--- src/rtl/sibd_pkg.sv ---
// ----------------------------------------------------------------------------
// sibd_pkg
// Shared types and constants for the signed integer to base digits converter.
// ----------------------------------------------------------------------------
`default_nettype none

package sibd_pkg;

    localparam int MAX_RADIX  = 16;
    localparam int MAX_DIGITS = 32;
    localparam int NUM_CELLS  = MAX_DIGITS;
    localparam int MAG_W      = 32;
    localparam int VALUE_W    = 32;
    localparam int CHAR_W     = 8;
    localparam int CFG_W      = 64;
    localparam int CFG_IDX_W  = 2;
    localparam int DIGIT_W    = $clog2(MAX_RADIX);
    localparam int RADIX_W    = DIGIT_W + 1;
    localparam int CNT_W      = $clog2(NUM_CELLS + MAG_W);
    localparam int REM_W      = $clog2(NUM_CELLS + 1);

    typedef logic [DIGIT_W-1:0]   digit_t;
    typedef logic [RADIX_W-1:0]   radix_t;
    typedef logic [CHAR_W-1:0]    char_t;
    typedef logic [CFG_IDX_W-1:0] cfg_idx_t;
    typedef logic [CNT_W-1:0]     count_t;
    typedef logic [REM_W-1:0]     rem_t;

    // last cycle of conversion: final bit reaches the top cell
    localparam count_t CONV_LAST  = CNT_W'(MAG_W + NUM_CELLS - 2);
    localparam count_t FEED_COUNT = CNT_W'(MAG_W);
    localparam rem_t   REM_FULL   = REM_W'(NUM_CELLS);
    localparam rem_t   REM_ONE    = REM_W'(1);

    localparam char_t SIGN_PLUS  = 8'h2B;
    localparam char_t SIGN_MINUS = 8'h2D;
    localparam char_t CHAR_NUL   = 8'h00;

    localparam cfg_idx_t REG_BASE_LENGTH   = 2'd0;
    localparam cfg_idx_t REG_ALPHABET_LOW  = 2'd1;
    localparam cfg_idx_t REG_ALPHABET_HIGH = 2'd2;

    localparam radix_t          RESET_BASE_LENGTH = 5'd10;
    localparam logic [CFG_W-1:0] RESET_ALPHA_LOW  = 64'h3736353433323130;
    localparam logic [CFG_W-1:0] RESET_ALPHA_HIGH = 64'h0000000000003938;

    typedef struct packed {
        logic valid;
        logic data;
    } carry_t;

    typedef struct packed {
        logic clear;
        logic shift;
    } cell_ctrl_t;

    typedef enum logic [2:0] {
        ST_IDLE,
        ST_CONV,
        ST_SIGN,
        ST_SKIP,
        ST_EMIT
    } state_t;

endpackage

`default_nettype wire

--- src/rtl/sibd_in_if.sv ---
// ----------------------------------------------------------------------------
// sibd_in_if
// Input channel: one signed value per beat.
// ----------------------------------------------------------------------------
`default_nettype none

interface sibd_in_if;
    import sibd_pkg::*;

    logic                      valid;
    logic                      ready;
    logic signed [VALUE_W-1:0] value;

    modport source (output valid, output value, input ready);
    modport sink   (input valid, input value, output ready);
endinterface

`default_nettype wire

--- src/rtl/sibd_out_if.sv ---
// ----------------------------------------------------------------------------
// sibd_out_if
// Output channel: one character per beat, last marks the end of a value.
// ----------------------------------------------------------------------------
`default_nettype none

interface sibd_out_if;
    import sibd_pkg::*;

    logic  valid;
    logic  ready;
    char_t character;
    logic  last;

    modport source (output valid, output character, output last, input ready);
    modport sink   (input valid, input character, input last, output ready);
endinterface

`default_nettype wire

--- src/rtl/sibd_cell.sv ---
// ----------------------------------------------------------------------------
// sibd_cell
// One digit cell: doubles its digit and adds the incoming carry modulo the
// radix, passing the overflow to the next cell through a register.
// ----------------------------------------------------------------------------
`default_nettype none

module sibd_cell (
    input  logic                 clk,
    input  logic                 rst_n,
    input  sibd_pkg::cell_ctrl_t ctrl,
    input  sibd_pkg::radix_t     radix,
    input  sibd_pkg::carry_t     carry_in,
    input  sibd_pkg::digit_t     digit_in,
    output sibd_pkg::carry_t     carry_out,
    output sibd_pkg::digit_t     digit
);
    import sibd_pkg::*;

    digit_t digit_reg;
    digit_t digit_next;
    carry_t carry_reg;
    carry_t carry_next;
    radix_t dbl;
    radix_t dbl_sub;
    logic   geq;

    always_comb
    begin
        dbl     = {digit_reg, carry_in.data};
        geq     = (dbl >= radix);
        dbl_sub = dbl - radix;
    end

    always_comb
    begin
        digit_next = digit_reg;
        carry_next = '0;
        if (ctrl.clear)
        begin
            digit_next = '0;
        end
        else if (ctrl.shift)
        begin
            digit_next = digit_in;
        end
        else
        begin
            carry_next.valid = carry_in.valid;
            carry_next.data  = carry_in.valid & geq;
            if (carry_in.valid)
            begin
                digit_next = geq ? dbl_sub[DIGIT_W-1:0] : dbl[DIGIT_W-1:0];
            end
        end
    end

    always_ff @(posedge clk or negedge rst_n)
    begin
        if (!rst_n)
        begin
            digit_reg <= '0;
            carry_reg <= '0;
        end
        else
        begin
            digit_reg <= digit_next;
            carry_reg <= carry_next;
        end
    end

    assign digit     = digit_reg;
    assign carry_out = carry_reg;

endmodule

`default_nettype wire

--- src/rtl/signed_int_to_base_digits.sv ---
// ----------------------------------------------------------------------------
// signed_int_to_base_digits
// Signed 32-bit integer to character string in a configurable base.
// ----------------------------------------------------------------------------
// One value is taken at a time. The magnitude streams bit by bit, MSB first,
// into a row of 32 digit cells; each cell's carry reaches its neighbor
// through a register. The cells then shift toward the top cell: leading
// zero digits drop out at one per cycle, and each character (sign first
// when negative) leaves in one beat. With an invalid alphabet the value is
// taken and nothing is produced.
// ----------------------------------------------------------------------------
`default_nettype none

module signed_int_to_base_digits (
    input  logic               clk,
    input  logic               rst_n,
    input  logic               cfg_we,
    input  sibd_pkg::cfg_idx_t cfg_index,
    input  logic [63:0]        cfg_data,
    sibd_in_if.sink            num,
    sibd_out_if.source         chars
);
    import sibd_pkg::*;

    radix_t           base_length_reg;
    logic [CFG_W-1:0] alphabet_low_reg;
    logic [CFG_W-1:0] alphabet_high_reg;

    state_t           state_reg;
    state_t           state_next;
    logic [MAG_W-1:0] mag_reg;
    logic [MAG_W-1:0] mag_next;
    logic             neg_reg;
    logic             neg_next;
    count_t           count_reg;
    count_t           count_next;
    rem_t             rem_reg;
    rem_t             rem_next;

    logic [2*CFG_W-1:0] alpha_all;
    char_t              entry [MAX_RADIX];
    logic               alpha_ok;
    logic               accept;
    logic               top_zero;
    logic               skip_shift;
    logic               emit_shift;

    cell_ctrl_t ctrl;
    carry_t     carry [NUM_CELLS+1];
    digit_t     digit [NUM_CELLS];
    digit_t     top_digit;

    // configuration
    always_ff @(posedge clk or negedge rst_n)
    begin
        if (!rst_n)
        begin
            base_length_reg   <= RESET_BASE_LENGTH;
            alphabet_low_reg  <= RESET_ALPHA_LOW;
            alphabet_high_reg <= RESET_ALPHA_HIGH;
        end
        else if (cfg_we)
        begin
            case (cfg_index)
                REG_BASE_LENGTH:   base_length_reg   <= cfg_data[RADIX_W-1:0];
                REG_ALPHABET_LOW:  alphabet_low_reg  <= cfg_data;
                REG_ALPHABET_HIGH: alphabet_high_reg <= cfg_data;
                default:           ;
            endcase
        end
    end

    assign alpha_all = {alphabet_high_reg, alphabet_low_reg};

    always_comb
    begin
        for (int i = 0; i < MAX_RADIX; i++)
        begin
            entry[i] = alpha_all[i*CHAR_W +: CHAR_W];
        end
    end

    // alphabet check: length, forbidden bytes, duplicates among used entries
    always_comb
    begin
        alpha_ok = (base_length_reg >= RADIX_W'(2)) &&
                   (base_length_reg <= RADIX_W'(MAX_RADIX));
        for (int i = 0; i < MAX_RADIX; i++)
        begin
            if (RADIX_W'(i) < base_length_reg)
            begin
                if (entry[i] == CHAR_NUL || entry[i] == SIGN_PLUS ||
                    entry[i] == SIGN_MINUS)
                begin
                    alpha_ok = 1'b0;
                end
            end
            for (int j = i + 1; j < MAX_RADIX; j++)
            begin
                if (RADIX_W'(j) < base_length_reg && entry[i] == entry[j])
                begin
                    alpha_ok = 1'b0;
                end
            end
        end
    end

    // cell row
    assign carry[0].valid = (state_reg == ST_CONV) && (count_reg < FEED_COUNT);
    assign carry[0].data  = mag_reg[MAG_W-1];

    generate
        for (genvar k = 0; k < NUM_CELLS; k++)
        begin : g_cell
            if (k == 0)
            begin : g_first
                sibd_cell u_cell (
                    .clk       (clk),
                    .rst_n     (rst_n),
                    .ctrl      (ctrl),
                    .radix     (base_length_reg),
                    .carry_in  (carry[k]),
                    .digit_in  ('0),
                    .carry_out (carry[k+1]),
                    .digit     (digit[k])
                );
            end
            else
            begin : g_rest
                sibd_cell u_cell (
                    .clk       (clk),
                    .rst_n     (rst_n),
                    .ctrl      (ctrl),
                    .radix     (base_length_reg),
                    .carry_in  (carry[k]),
                    .digit_in  (digit[k-1]),
                    .carry_out (carry[k+1]),
                    .digit     (digit[k])
                );
            end
        end
    endgenerate

    assign top_digit = digit[NUM_CELLS-1];
    assign top_zero  = (top_digit == '0);

    // control
    assign accept     = num.valid && num.ready;
    assign skip_shift = (state_reg == ST_SKIP) && top_zero && (rem_reg > REM_ONE);
    assign emit_shift = (state_reg == ST_EMIT) && chars.ready;

    always_comb
    begin
        ctrl.clear = accept && alpha_ok;
        ctrl.shift = skip_shift || emit_shift;
    end

    // next state
    always_comb
    begin
        state_next = state_reg;
        case (state_reg)
            ST_IDLE:
            begin
                if (num.valid && alpha_ok)
                begin
                    state_next = ST_CONV;
                end
            end
            ST_CONV:
            begin
                if (count_reg == CONV_LAST)
                begin
                    state_next = neg_reg ? ST_SIGN : ST_SKIP;
                end
            end
            ST_SIGN:
            begin
                if (chars.ready)
                begin
                    state_next = ST_SKIP;
                end
            end
            ST_SKIP:
            begin
                if (!skip_shift)
                begin
                    state_next = ST_EMIT;
                end
            end
            ST_EMIT:
            begin
                if (chars.ready && rem_reg == REM_ONE)
                begin
                    state_next = ST_IDLE;
                end
            end
            default:
            begin
                state_next = ST_IDLE;
            end
        endcase
    end

    // datapath next values
    always_comb
    begin
        mag_next   = mag_reg;
        neg_next   = neg_reg;
        count_next = count_reg;
        rem_next   = rem_reg;
        if (accept)
        begin
            neg_next   = num.value[VALUE_W-1];
            mag_next   = num.value[VALUE_W-1] ? (MAG_W'(0) - MAG_W'(num.value))
                                              : MAG_W'(num.value);
            count_next = '0;
        end
        else if (state_reg == ST_CONV)
        begin
            mag_next   = {mag_reg[MAG_W-2:0], 1'b0};
            count_next = count_reg + CNT_W'(1);
            rem_next   = REM_FULL;
        end
        else if (ctrl.shift)
        begin
            rem_next = rem_reg - REM_ONE;
        end
    end

    always_ff @(posedge clk or negedge rst_n)
    begin
        if (!rst_n)
        begin
            state_reg <= ST_IDLE;
            count_reg <= '0;
            rem_reg   <= '0;
            neg_reg   <= 1'b0;
            mag_reg   <= '0;
        end
        else
        begin
            state_reg <= state_next;
            count_reg <= count_next;
            rem_reg   <= rem_next;
            neg_reg   <= neg_next;
            mag_reg   <= mag_next;
        end
    end

    // outputs
    always_comb
    begin
        num.ready       = (state_reg == ST_IDLE);
        chars.valid     = 1'b0;
        chars.character = alpha_all[{top_digit, 3'b000} +: CHAR_W];
        chars.last      = 1'b0;
        case (state_reg)
            ST_SIGN:
            begin
                chars.valid     = 1'b1;
                chars.character = SIGN_MINUS;
            end
            ST_EMIT:
            begin
                chars.valid = 1'b1;
                chars.last  = (rem_reg == REM_ONE);
            end
            default: ;
        endcase
    end

endmodule

`default_nettype wire
--- src/flat_wrapper.sv ---
// flat-port wrapper written by rule: the top's interface ports become plain ports
module signed_int_to_base_digits_flat import sibd_pkg::*;
  (clk, rst_n, cfg_we, cfg_index, cfg_data, num_valid, num_value, num_ready, chars_valid, chars_character, chars_last, chars_ready);
  sibd_in_if num_i ();
  sibd_out_if chars_i ();
  input  logic clk;
  input  logic rst_n;
  input  logic cfg_we;
  input  sibd_pkg::cfg_idx_t cfg_index;
  input  logic [63:0] cfg_data;
  input wire logic [$bits(num_i.valid)-1:0] num_valid;
  input wire logic [$bits(num_i.value)-1:0] num_value;
  output wire logic [$bits(num_i.ready)-1:0] num_ready;
  output wire logic [$bits(chars_i.valid)-1:0] chars_valid;
  output wire logic [$bits(chars_i.character)-1:0] chars_character;
  output wire logic [$bits(chars_i.last)-1:0] chars_last;
  input wire logic [$bits(chars_i.ready)-1:0] chars_ready;
  assign num_i.valid = num_valid;
  assign num_i.value = num_value;
  assign num_ready = num_i.ready;
  assign chars_valid = chars_i.valid;
  assign chars_character = chars_i.character;
  assign chars_last = chars_i.last;
  assign chars_i.ready = chars_ready;
  signed_int_to_base_digits u_core (.clk(clk), .rst_n(rst_n), .cfg_we(cfg_we), .cfg_index(cfg_index), .cfg_data(cfg_data), .num(num_i), .chars(chars_i));
endmodule
--- config.mk ---
export PLATFORM = sky130hd
export DESIGN_NAME = signed_int_to_base_digits_flat
export DESIGN_NICKNAME = d
export VERILOG_FILES = /design/src/rtl/sibd_pkg.sv /design/src/rtl/sibd_in_if.sv /design/src/rtl/sibd_out_if.sv /design/src/rtl/sibd_cell.sv /design/src/rtl/signed_int_to_base_digits.sv /design/src/flat_wrapper.sv
export SDC_FILE = /design/constraint.sdc
export NUM_CORES = 2
export LEC_CHECK = 0
export BUFFER_PORTS_ARGS = -buffer_cell sky130_fd_sc_hd__clkbuf_2
export CAP_MARGIN = 20
export CORE_MARGIN = 1
export CORE_UTILIZATION = 30
export CTS_CLUSTER_SIZE = 12
export DETAILED_ROUTE_END_ITERATION = 8
export PLACE_DENSITY = 0.52
export SLEW_MARGIN = 20
export SYNTH_ARGS = -nofsm -noshare
export SYNTH_HDL_FRONTEND = slang
export SYNTH_SLANG_ARGS = --single-unit
export TNS_END_PERCENT = 30
--- constraint.sdc ---
create_clock -name clk -period 12.64 [get_ports clk]
set_clock_uncertainty 0.05 [all_clocks]
set_input_delay 1.896 -clock clk [delete_from_list [all_inputs] [get_ports clk]]
set_output_delay 1.896 -clock clk [all_outputs]
set_load 0.01 [all_outputs]
---- Word level (Yosys, flattened, before mapping) ----
Cells that the tools add are included.
cells by class
  $add $sub $neg .......................... 35
  multipliers ............................. 0
  div/mod/pow operators ................... 0
  magnitude comparators ................... 52
  equal/unequal tests ..................... 165
  shift operators ......................... 1
  muxes and demuxes ....................... 359
  bitwise logic cells ..................... 32
  reduce and logical (&&, ||, !) cells .... 221
operator list
  kind                                                                         count
  8-bit == test                                                                120
  4-bit 2-to-1 mux                                                             128
  8-bit by 6-bit == test with 1-bit output, second input constant              32
  5-bit >= comparator                                                          32
  1-bit 2-to-1 mux                                                             155
  1-bit logical AND                                                            129
  8-bit zero test                                                              16
  128-bit by 8-bit indexed part select with 8-bit output                       1
  4-bit subtractor                                                             32
  2-bit 2-to-1 mux                                                             62
  32-bit 2-to-1 mux                                                            3
  3-bit nonzero test                                                           32
  4-bit by 5-bit less-than comparator with 1-bit output, first input constant  8
  1-bit logical OR                                                             33
  1-bit by 32-bit subtractor with 32-bit output, first input constant          1
  1-bit AND                                                                    31
  6-bit 2-to-1 mux                                                             4
  3-bit by 5-bit less-than comparator with 1-bit output, first input constant  4
  3-bit 2-to-1 mux                                                             5
  3-bit case mux with 5 select lines                                           1
  1-bit by 5-bit less-than comparator with 1-bit output, first input constant  2
  2-bit by 5-bit less-than comparator with 1-bit output, first input constant  2
  2-bit inequality test, second input constant                                 5
  8-bit 2-to-1 mux                                                             1
  21 further kinds                                                             26
storage, ports and cells
  register bits ........................... 371
  latch bits .............................. 0
  RAM bits ................................ 0
  bits in read-only memories .............. 0
  input bits .............................. 103
  output and inout port bits .............. 11
  logic and storage cells ................. 967
  memories ................................ 0

---- Longest topological paths before layout ----
  depth in word-level cells ............... 158
  mapped depth ............................ 13
  mapped depth without buffers ............ 11

---- Hierarchy ----
A second synthesis with hierarchy kept.
second synthesis, totals
  cell total of the unflattened synthesis .. 4461
  area total of the unflattened synthesis .. 39567.9 µm²
modules (own cells, without submodules)
  module                     times used  cells each  area an instance (µm²)  sequential area each (µm²)
  signed_int_to_base_digits  1           2445        21350.5                 4575.6
  sibd_cell                  32          63          569.3                   150.1

---- Least setup slack after synthesis ----
Ideal clock, no wire load.
  kind .................................... reg2out
  start point ............................. reg u_core.g_cell[31].g_rest.u_cell.digit_reg[0]
  end point ............................... out chars_character[3]
  data arrival time ....................... 2.686 ns
  required time ........................... 10.694 ns
  path slack .............................. 8.008 ns
  cell stages (with the launch flop) ...... 6
  path buffers ............................ 2
  cell sequence ........................... dfrtp_1 clkbuf_1 buf_1 mux4_2 mux4_2 or2_2
on the way
  longest elaborated chain between the ends .. 2
ends and longest elaborated chain
  what                                                    line                              RTL
  start: declaration                                      sibd_cell.sv:20                   digit_t digit_reg;
  start signal: assignment                                sibd_cell.sv:67                   digit_reg <= digit_next;
  128-bit by 8-bit indexed part select with 8-bit output  signed_int_to_base_digits.sv:256  chars.character = alpha_all[{top_digit, 3'b000} +: CHAR_W];
  8-bit 2-to-1 mux                                        signed_int_to_base_digits.sv:258  case (state_reg)
  end: declaration                                        flat_wrapper.sv:15                output wire logic [$bits(chars_i.character)-1:0] chars_character;
Every way passes these cells.

==> impl_metrics.env <==
export IMPL_fin_tns_setup_ns=0
export IMPL_cpPeakStageDelay_ns=0.85
export IMPL_wl_um=139800
export IMPL_syn_area_per_cell_um2=9.001
export IMPL_crit_family="simple AND/OR/NAND/NOR gates"
export IMPL_place_inst=5293
export IMPL_synth_flop_cell="dfrtp_1"
export IMPL_via_per_inst=5.583
export IMPL_run_status="finished, final reports clean"
export IMPL_numCtsBuffers=49
export IMPL_drv_slew=0
export IMPL_antenna_cells=0
export IMPL_yosys_area_top_type="dfrtp_1"
export IMPL_yosys_area_share_simple_pct=12.91
export IMPL_coreArea_um2=116800
export IMPL_insertion_delay_ns=0.64
export IMPL_die_h_um=346.1
export IMPL_track_usage_pct=22.85
export IMPL_ys_ff_latch=371
export IMPL_die_x_um=346.1
export IMPL_timing_rr_start="u_core.base_length_reg[4]"
export IMPL_num_rows=125
export IMPL_cts_hold_buf=0
export IMPL_cts_setup_buffers=0
export IMPL_post_drt_wl_per_cell_um=25.96
export IMPL_min_path_cells=1
export IMPL_rsz0062_at_grt="no"
export IMPL_detail_route_antenna_nets=0
export IMPL_drt_pass1_iter_count=5
export IMPL_holdWs_ns=0.4519
export IMPL_synth_compound_area_share_pct=11.57
export IMPL_relSlewSlack_pct=21.46
export IMPL_crit_buf_inv=1
export IMPL_drc=0
export IMPL_use_met3_pct=5.935
export IMPL_leakagePower_uw=0.01558
export IMPL_grt_pass1_wl_um=206100
export IMPL_critical_path_class="flop to flop"
export IMPL_crit_chain="nor2_1 > a21oi_1 > nand3_1 > nand2_1 > or4_1 > or4_1 > or4_1 > nor4_4 > buf_12 > nor3_1"
export IMPL_pre_cts_slack_ns=7.339
export IMPL_cp_start_kind="flop"
export IMPL_synth_net_count=4246
export IMPL_synth_top_family_by_area="XOR/XNOR gates"
export IMPL_fmax_ghz=0.1840
export IMPL_ys_top_cells_by_area="dfrtp_1, xnor2_1, xor2_1"
export IMPL_largest_reg_flops=124
export IMPL_synth_xor_area_share_pct=26.41
export IMPL_final_layout_size_suffix_gt1_share_pct=14.30
export IMPL_yosys_mux_area_fraction_pct=9.465
export IMPL_synth_cell_type_count=60
export IMPL_fin_util_pct=33.51
export IMPL_synth_top_area_share_pct=23.53
export IMPL_crit_required_ns=13.05
export IMPL_rr_endpoint="u_core.g_cell[20].g_rest.u_cell.carry_out[0]"
export IMPL_powerDensity_nw_per_um2=217.5
export IMPL_cp_arrival_ns=5.85
export IMPL_synth_edf_count=0
export IMPL_clk_pin_slew_ns=0.06
export IMPL_num_vias=30070
export IMPL_r2r_cells=10
export IMPL_grt_overflow_total=0
export IMPL_use_met2_pct=35.05
export IMPL_hpwlAfterDp_um=87520
export IMPL_design_die_area_um2=119800
export IMPL_max_cap_violations=0
export IMPL_tightest_slew_ns=1.167
export IMPL_end_kind="flop"
export IMPL_setup_viol=0
export IMPL_slowest_stage="nor2_1"
export IMPL_cts_buffer_depth=3
export IMPL_busiest_layer="met2"
export IMPL_path_common_cell="or4_1"
export IMPL_r2r_slack_ns=7.20
export IMPL_fin_crit_ns=5.436
export IMPL_min_path_type="flop to flop"
export IMPL_ys_warn_count=0
export IMPL_htree_levels=2
export IMPL_cts_resized=0
export IMPL_cts_tree="done"
export IMPL_crit_path_max_fanout=188
export IMPL_grt_start_max_net_pins=189
export IMPL_clock_sinks=371
export IMPL_stdcell_count=5385
export IMPL_synthArstFlopShare_pct=100.0
export IMPL_first_global_vias=29330
export IMPL_top_level_ports=114
export IMPL_gp_congestion=1.008
export IMPL_syn_to_final_growth_pct=10.23
export IMPL_syn_instance_count=3946
export IMPL_post_route_period_util_pct=43.00
export IMPL_min_from="u_core.mag_reg[0]"
export IMPL_fin_nets=4121
export IMPL_finalHoldViolations=0
export IMPL_start_util_pct=30.40
export IMPL_synth_fa_ha_area_share_pct=7.616
export IMPL_cts_root_buf="clkbuf_16"
export IMPL_hold_end="u_core.mag_reg[1]"
export IMPL_met1_usage_pct=30.11
export IMPL_yosysSeqAreaShare_pct=26.27
export IMPL_nFillCells=11960
export IMPL_antenna_found_initial=17
export IMPL_drt_iter0_drc=2934
export IMPL_synth_area_um2=35520
export IMPL_place_port_buffers=113
export IMPL_setup_ws_ns=7.204
export IMPL_irDropWorstVdd_v=0.0001109
## layout make-up
type	instances	area (um2)	area share [%]
Inverter	80	300.3	0.7669
Tap cell	1524	1907	4.870
Sequential cell	371	9338	23.85
Clock buffer	63	1369	3.496
Clock inverter	28	503.0	1.285
Multi-Input combinational cell	3078	24170	61.73
Timing Repair Buffer	241	1569	4.007
## synth_stat cells, types with 15 or more instances
library cell,instances
a211oi_1,59
mux4_2,36
nor2b_1,68
buf_2,136
xor2_1,481
dfrtp_1,334
inv_1,79
o22ai_1,20
nand3_1,67
ha_1,165
a21oi_1,238
nor4_1,122
nor3_1,66
clkbuf_1,168
nand3b_1,34
o21ai_0,195
xnor2_1,590
nor3b_1,32
buf_1,110
a21o_1,64
nor2_1,182
dfstp_2,37
a31oi_1,15
mux2i_1,103
nand2_1,84
nand4_1,144
mux2_2,135
or4_1,19
fa_1,32
a22oi_1,34
## placed cells by master, fill, tap and decap left out, drive strengths merged, types with 9 or more instances in the layout
master / instances
o22ai: 20
nor2b: 68
or3: 11
o31ai: 12
buf: 129
mux2i: 103
o41ai: 12
bufinv: 12
or4: 19
nand3b: 34
a22oi: 34
a211oi: 59
clkbuf: 175
a21o: 64
mux4: 36
nor3: 66
nand2: 84
ha: 165
a21oi: 239
nor3b: 32
a31oi: 15
dfstp: 37
inv: 84
mux2: 135
nor2: 182
dfrtp: 334
xnor2: 590
nand3: 67
o21ai: 196
xor2: 481
nand4: 144
clkinv: 9
nor4: 123
fa: 32
## worst reg2reg max path: stages, from the launching register on
cell	delay, ns
dfrtp_1	0.70
nor2_1	0.86
a21oi_1	0.30
nand3_1	0.23
nand2_1	0.07
or4_1	0.49
or4_1	0.57
or4_1	0.66
nor4_4	0.37
buf_12	0.60
nor3_1	0.37
## report_power, final
group          switching (uW)  total, uW  internal (uW)
Combinational            2560       4680           2120
Sequential                628       2210           1580
Clock                     615       1630           1020
Total                    3800       8520           4720
## how the worst max path moves through the flow
stage                                                   from                                           end  slack [ns]  cells after the start
floorplan           u_core.g_cell[31].g_rest.u_cell.digit[0]                            chars_character[3]        8.01                      5
global placement                   u_core.base_length_reg[4]      u_core.g_cell[0].g_first.u_cell.digit[0]        7.48                     10
detailed placement                 u_core.base_length_reg[4]      u_core.g_cell[0].g_first.u_cell.digit[1]        7.34                     10
CTS                 u_core.g_cell[31].g_rest.u_cell.digit[0]                            chars_character[0]        7.24                      5
global route                       u_core.base_length_reg[4]  u_core.g_cell[20].g_rest.u_cell.carry_out[0]        6.99                     10
finish                             u_core.base_length_reg[4]  u_core.g_cell[20].g_rest.u_cell.carry_out[0]        7.20                     10
## kinds of logic after synthesis
family                     Yosys count
adders and majority gates          197
muxes                              274
and+or+nand+nor                    846
buffers and inverters              497
xor gates and xnor gates          1071
AOI/OAI and AO/OA                  690
DFF                                371
## layer usage
layer | wire length (um) | vias to the layer above
met5 | 121 | -
met4 | 6505 | 18
met3 | 12790 | 369
met2 | 60960 | 1307
met1 | 59430 | 14900
li1 | - | 13470
## stage by stage
step	cell area [um2]	total power, uW
after floorplan	35520	5639
final	39150	8518
after detailed placement	37270	6824
after CTS	39140	8518
after global placement	37270	6764
after global routing	39150	9125
No activity file was read; power rests on OpenSTA's default activity.
